<file path="config.mk">
export PLATFORM = sky130hd
export DESIGN_NAME = lbqs_ctrl
export DESIGN_NICKNAME = d
export VERILOG_FILES = /design/src/hw/rtl/lbqs_pkg.sv /design/src/hw/rtl/lbqs_ctrl.sv
export SDC_FILE = /design/constraint.sdc
export NUM_CORES = 1
export LEC_CHECK = 0
export BUFFER_PORTS_ARGS = -buffer_cell sky130_fd_sc_hd__buf_2
export CORE_ASPECT_RATIO = 0.5
export CORE_MARGIN = 5
export CORE_UTILIZATION = 30
export DETAILED_ROUTE_END_ITERATION = 8
export GPL_ROUTABILITY_DRIVEN = 0
export GPL_TIMING_DRIVEN = 0
export HOLD_SLACK_MARGIN = 0.05
export PLACE_DENSITY_LB_ADDON = 0.08
export RECOVER_POWER = 100
export SLEW_MARGIN = 30
export SYNTH_ARGS = -nofsm -noshare
export SYNTH_HDL_FRONTEND = slang
export SYNTH_SLANG_ARGS = --single-unit
</file>
<file path="constraint.sdc">
create_clock -name i_clk -period 6.1 [get_ports i_clk]
set_input_delay 1.22 -clock i_clk [delete_from_list [all_inputs] [get_ports i_clk]]
set_output_delay 1.22 -clock i_clk [all_outputs]
set_load 0.005 [all_outputs]
</file>
<file path="src/hw/rtl/lbqs_pkg.sv">
package lbqs_pkg;

    localparam int MAX_BUCKETS_DEF   = 128;
    localparam int LOG_FRAC_BITS_DEF = 16;

    localparam logic [7:0]  MAX_BUCKETS_RST   = 8'd100;
    localparam logic [31:0] INV_LOG2_BASE_RST = 32'd226370;

    localparam logic CFG_MAX_BUCKETS   = 1'b0;
    localparam logic CFG_INV_LOG2_BASE = 1'b1;

    localparam logic OP_INSERT = 1'b0;
    localparam logic OP_CLEAR  = 1'b1;

    localparam logic [1:0] OUT_HIT     = 2'd0;
    localparam logic [1:0] OUT_NEW     = 2'd1;
    localparam logic [1:0] OUT_REPLACE = 2'd2;
    localparam logic [1:0] OUT_CLEARED = 2'd3;

    // Commands from the controller to the datapath.
    typedef struct packed {
        logic load;       // capture the input item
        logic norm_step;  // one step of the leading-one search
        logic sq_step;    // one squaring step of the log
        logic mul_lo;     // low half product of log times reciprocal
        logic mul_hi;     // high half product and key rounding
        logic scan_start; // reset the scan pointer
        logic rd_issue;   // read the entry at the scan pointer
        logic find_eval;  // compare the read key, advance
        logic min_eval;   // compare the read count, advance
        logic sh_rd;      // read the entry behind the gap
        logic sh_wr;      // write it into the gap, advance
        logic do_hit;     // increment the found bucket
        logic do_append;  // append a new bucket
        logic do_replace; // write the new bucket at the tail
        logic do_clear;   // empty the store
    } t_cmd;

    // Status from the datapath to the controller.
    typedef struct packed {
        logic is_clear;
        logic zero_value;
        logic norm_done;
        logic found;
        logic scan_end;   // pointer reached the occupancy
        logic store_full;
        logic shift_end;  // gap reached the tail
    } t_stat;

endpackage

</file>
<file path="src/hw/rtl/lbqs_ctrl.sv">
module lbqs_ctrl #(
    parameter int LOG_FRAC_BITS = lbqs_pkg::LOG_FRAC_BITS_DEF
) (
    input  logic           i_clk,
    input  logic           i_rst_n,
    input  logic           i_in_valid,
    output logic           o_in_ready,
    output logic           o_out_valid,
    input  logic           i_out_ready,
    input  lbqs_pkg::t_stat i_stat,
    output lbqs_pkg::t_cmd  o_cmd
);

    typedef enum logic [12:0] {
        S_IDLE   = 13'b0000000000001,
        S_NORM   = 13'b0000000000010,
        S_SQ     = 13'b0000000000100,
        S_MULLO  = 13'b0000000001000,
        S_MULHI  = 13'b0000000010000,
        S_FRD    = 13'b0000000100000,
        S_FEV    = 13'b0000001000000,
        S_DECIDE = 13'b0000010000000,
        S_MRD    = 13'b0000100000000,
        S_MEV    = 13'b0001000000000,
        S_SHRD   = 13'b0010000000000,
        S_SHWR   = 13'b0100000000000,
        S_OUT    = 13'b1000000000000
    } t_state;

    localparam int CW = $clog2(LOG_FRAC_BITS + 1);

    t_state r_state, n_state;
    logic [CW-1:0] r_cnt, n_cnt;

    always_ff @(posedge i_clk) begin
        if (!i_rst_n) begin
            r_state <= S_IDLE;
            r_cnt   <= '0;
        end else begin
            r_state <= n_state;
            r_cnt   <= n_cnt;
        end
    end

    assign o_in_ready  = (r_state == S_IDLE);
    assign o_out_valid = (r_state == S_OUT);

    always_comb begin
        n_state = r_state;
        n_cnt   = r_cnt;
        o_cmd   = '0;
        case (r_state)
            S_IDLE: begin
                if (i_in_valid) begin
                    o_cmd.load = 1'b1;
                    n_state    = S_NORM;
                end
            end
            S_NORM: begin
                if (i_stat.is_clear) begin
                    o_cmd.do_clear = 1'b1;
                    n_state        = S_OUT;
                end else if (i_stat.zero_value) begin
                    o_cmd.scan_start = 1'b1;
                    n_state          = S_FRD;
                end else if (i_stat.norm_done) begin
                    n_cnt   = '0;
                    n_state = S_SQ;
                end else begin
                    o_cmd.norm_step = 1'b1;
                end
            end
            S_SQ: begin
                o_cmd.sq_step = 1'b1;
                n_cnt         = r_cnt + 1'b1;
                if (r_cnt == CW'(LOG_FRAC_BITS - 1)) begin
                    n_state = S_MULLO;
                end
            end
            S_MULLO: begin
                o_cmd.mul_lo = 1'b1;
                n_state      = S_MULHI;
            end
            S_MULHI: begin
                o_cmd.mul_hi     = 1'b1;
                o_cmd.scan_start = 1'b1;
                n_state          = S_FRD;
            end
            S_FRD: begin
                if (i_stat.scan_end) begin
                    n_state = S_DECIDE;
                end else begin
                    o_cmd.rd_issue = 1'b1;
                    n_state        = S_FEV;
                end
            end
            S_FEV: begin
                o_cmd.find_eval = 1'b1;
                n_state         = S_FRD;
                if (i_stat.found) begin
                    o_cmd.do_hit = 1'b1;
                    n_state      = S_OUT;
                end
            end
            S_DECIDE: begin
                if (!i_stat.store_full) begin
                    o_cmd.do_append = 1'b1;
                    n_state         = S_OUT;
                end else begin
                    o_cmd.scan_start = 1'b1;
                    n_state          = S_MRD;
                end
            end
            S_MRD: begin
                if (i_stat.scan_end) begin
                    n_state = S_SHRD;
                end else begin
                    o_cmd.rd_issue = 1'b1;
                    n_state        = S_MEV;
                end
            end
            S_MEV: begin
                o_cmd.min_eval = 1'b1;
                n_state        = S_MRD;
            end
            S_SHRD: begin
                if (i_stat.shift_end) begin
                    o_cmd.do_replace = 1'b1;
                    n_state          = S_OUT;
                end else begin
                    o_cmd.sh_rd = 1'b1;
                    n_state     = S_SHWR;
                end
            end
            S_SHWR: begin
                o_cmd.sh_wr = 1'b1;
                n_state     = S_SHRD;
            end
            S_OUT: begin
                if (i_out_ready) begin
                    n_state = S_IDLE;
                end
            end
            default: begin
                n_state = S_IDLE;
            end
        endcase
    end

endmodule

</file>
=== Word-level counts from Yosys, hierarchy flattened ===
Index checks and enable logic that the tools add are counted.

* Multiplexer cells: 44
* Eq/ne operators: 21
* Reductions and logical operators: 4
* Add/sub/neg operators: 1

{| class="wikitable"
|+ Operators with widths
! kind !! count
|-
| 13-bit case mux with 13 select lines || 1
|-
| 13-bit two-way mux || 9
|-
| 1-bit two-way mux || 27
|-
| 5-bit two-way mux || 3
|-
| 13-bit by 1-bit == test with 1-bit output (second input constant) || 1
|-
| 13-bit by 10-bit == test with 1-bit output (second input constant) || 1
|-
| 13-bit by 11-bit == test with 1-bit output (second input constant) || 1
|-
| 13-bit by 12-bit == test with 1-bit output (second input constant) || 1
|-
| 13-bit == test (second input constant) || 1
|-
| 13-bit by 2-bit == test with 1-bit output (second input constant) || 1
|-
| 13-bit by 3-bit == test with 1-bit output (second input constant) || 1
|-
| 13-bit by 4-bit == test with 1-bit output (second input constant) || 1
|-
| 13-bit by 5-bit == test with 1-bit output (second input constant) || 1
|-
| 13-bit by 6-bit == test with 1-bit output (second input constant) || 1
|-
| 13-bit by 7-bit == test with 1-bit output (second input constant) || 1
|-
| 13-bit by 8-bit == test with 1-bit output (second input constant) || 1
|-
| 13-bit by 9-bit == test with 1-bit output (second input constant) || 1
|-
| 11-bit two-way mux || 1
|-
| 2-bit != test (second input constant) || 5
|-
| 5-bit case mux with 2 select lines || 1
|-
| 8-bit two-way mux || 1
|-
| 4-bit AND reduction || 2
|-
| 5-bit by 1-bit adder with 5-bit output (second input constant) || 1
|-
| 5-bit by 4-bit == test with 1-bit output (second input constant) || 1
|-
| 5 further kinds || 5
|}

* Output and inout bits: 17
* Bits of input ports: 11
* Word-level logic and storage cells: 72
* Register bits: 18

=== Logic depth before layout (Yosys ltp) ===
* Word-level depth: 4
* Gate-level depth with buffers: 9
* Depth with buffers taken out: 7

=== Least setup slack after synthesis ===
OpenSTA, ideal clock, no wires.

* Path type: register to output
* Start: register r_state[2]
* End: output port o_cmd[4] in the netlist's numbering
* Data arrival time: 1.809 ns
* Required time: 4.880 ns
* Stages on the path, launching flop included: 6
* Path slack: 3.071 ns
* Path buffers: 1
* Cells stage by stage: dfxtp_1 > buf_6 > or4_4 > or3_4 > or3_1 > nor2_1

{| class="wikitable"
|+ RTL lines
! what !! line !! source
|-
| from (decl) || lbqs_ctrl.sv:32 || <nowiki>t_state r_state, n_state;</nowiki>
|-
| from (signal assigned) || lbqs_ctrl.sv:40 || <nowiki>r_state <= n_state;</nowiki>
|-
| to (decl) || lbqs_ctrl.sv:11 || <nowiki>output lbqs_pkg::t_cmd o_cmd</nowiki>
|}

==> results.json <==
{
  "status": "finished clean",
  "worstMarginPinSlew_ns": 0.559,
  "powerDensity_mw_per_mm2": 186,
  "clockBufferDepth": 2,
  "seq_area_frac_synth": 0.296,
  "period_minus_slack_ns": 3.81,
  "vias": 1137,
  "avgSynthCellArea_sq_um": 8.57,
  "crit_start": "r_state[8]",
  "crit_slowest_cell": "or4_1",
  "vdd_drop_max_mv": 0.0801,
  "path_common_cell": "clkbuf_1",
  "root_buffer": "clkbuf_8",
  "die_y_um": 55.0,
  "grt_pass1_vias": 1020,
  "crit_required_ns": 4.88,
  "hold_path.startpoint": "r_cnt[4]",
  "ys_seq_elements": 18,
  "synth.distinct_cells": 50,
  "total_power_uw": 255,
  "drc": 0,
  "critPathLaunchType": "register",
  "p_leak_nw": 0.576,
  "diodes": 0,
  "critical_path_class": "register to primary output",
  "arrival_ns": 2.59,
  "io_buffers": 27,
  "clk_pin_slew_worst_paths_ns": 0.07,
  "synthArstFlopShare": 0,
  "die_x_um": 100,
  "skew_ns": 0.00444,
  "drv_slew": 0,
  "cts.sinks": 18,
  "cts_tree": "built",
  "cts-buffers-inserted": 3,
  "fp.coreArea_sq_mm": 0.00390,
  "hp-class": "register to register",
  "finalCritPeriodShare": 0.625,
  "synth_ff_type": "dfxtp_1",
  "synth_area_sq_mm": 0.00122,
  "vias_per_cell": 5.01,
  "relSlewSlack": 0.627,
  "grt_max_degree": 11,
  "fin_setup_tns_ns": 0,
  "end_kind": "primary output",
  "drt_iter0_markers": 57,
  "ctsHoldBuffers": 0,
  "nets": 187,
  "dp_hpwl_um": 2420,
  "setup_viol": 0,
  "drive_gt1_frac": 0.173,
  "cpPeakStageDelay_ns": 0.49,
  "grt-ovfl-total": 0,
  "start_util": 0.312,
  "rows": 16,
  "fmax_mhz": 262,
  "finalHoldViolations": 0,
  "antenna_found_initial": 0,
  "wl_um": 3170,
  "max_cap_viol_count": 0,
  "postCtsSetupBuffers": 0,
  "cts_resized": 0,
  "yosys_warnings": 0,
  "grt_pass1_wl_um": 5020,
  "cp_max_fo": 8,
  "grt_setup_unrepaired": "no",
  "clk_latency_ns": 0.26,
  "die_area_sq_mm": 0.00551,
  "crit_chain": "clkbuf_1 > or4_1 > clkbuf_1 > nor4_1 > nand2b_1 > or3_1 > nand2_1 > buf_2",
  "grt_usage": 0.119,
  "wire_per_inst_um": 14.0,
  "synth_edf_count": 0,
  "r2r_slack_ns": 3.53,
  "pin_count": 28,
  "syn_to_final_growth_pct": 12.7,
  "timing.rr.start": "r_state[8]",
  "synth_fp_nets": 155,
  "cts-htree-levels": 1,
  "first_pass_iters": 4,
  "synthCells": 142,
  "ant_nets": 0
}
-- cell usage after synthesis, drive strengths merged (3+ instances only) --
cell | count | area [sq um]
nand4 | 3 | 18.8
inv | 9 | 33.8
buf | 4 | 32.5
or3 | 3 | 23.8
or4 | 4 | 37.5
clkbuf | 4 | 16.3
nand2 | 6 | 22.5
nor4 | 10 | 108
o21ai | 7 | 35.0
xor2 | 5 | 43.8
nor2 | 14 | 52.6
nand3 | 7 | 47.6
nand2b | 6 | 37.5
and4b | 3 | 30.0
and2 | 4 | 27.5
nor3 | 6 | 41.3
dfxtp | 18 | 360
-- cell type report --
| cell class | count | area [sq um] |
|---|---|---|
| Timing Repair Buffer | 27 | 124 |
| Fill cell | 450 | 2530 |
| Clock buffer | 4 | 55.1 |
| Inverter | 9 | 33.8 |
| Multi-Input combinational cell | 107 | 686 |
| Buffer | 8 | 46.3 |
| Sequential cell | 18 | 360 |
| Tap cell | 54 | 67.6 |
-- path summary, 6_finish.rpt --
check             cells past startpoint       end
hold reg to reg                       2  r_cnt[4]
setup reg to reg                      9  r_cnt[3]
hold / removal                        2  r_cnt[4]
setup / recovery                      8  o_cmd[9]
-- cell families after synthesis --
family,synth area share
flops,0.296
fa+ha+maj,0.0206
simple gates,0.444
xor+xnor,0.0432
buf+inv,0.0678
compound gates,0.128
-- sequential cells by signal, summed over array words and instances (netlist names) --
signal and count:
r_state 13, r_cnt 5
-- worst max-delay path: cells and delay by family, from the launching register on --
| family | cells | cell delay (ns) |
|---|---|---|
| and+or+nand+nor | 5 | 1.57 |
| buffers and inverters | 3 | 0.47 |
| DFF | 1 | 0.30 |
-- placed cells by master (no fill, tap or decap), types with 4 or more instances in the layout --
cell type,n
nor2_1,14
nor4_1,10
nand3_1,7
nand2_1,6
clkbuf_8,4
buf_2,18
dfxtp_1,18
nand2b_1,6
inv_1,9
nor3_1,6
o21ai_0,7
xor2_1,5
clkbuf_1,14
-- report_power, final --
group          leakage [nW]  switching (mW)  internal (mW)
clock                0.0288          0.0427         0.0574
combinational         0.402          0.0204         0.0130
sequential            0.145         0.00205          0.119
total                 0.576          0.0651          0.190
-- through the flow --
step	cell area (sq um)	std cells	worst slack [ns]	util	hold slack [ns]
final	1370	227	2.29	0.352	0.475
after global routing	1370	227	2.04	0.352	0.507
after CTS	1480	227	2.54	0.378	0.483
after detailed placement	1420	223	2.83	0.364	0.472
after global placement	1420	223	2.81	0.364	0.466
after floorplan	1220	142	3.07	-	0.451
-- routing by layer --
metal	vias up	track usage	part of all wire
li1	593	-	-
met1	515	0.163	0.53
met2	23	0.183	0.40
met3	6	0.0375	0.054
met4	0	0.0336	0.015
met5	-	0	0
No activity file was read; power rests on OpenSTA's default activity.
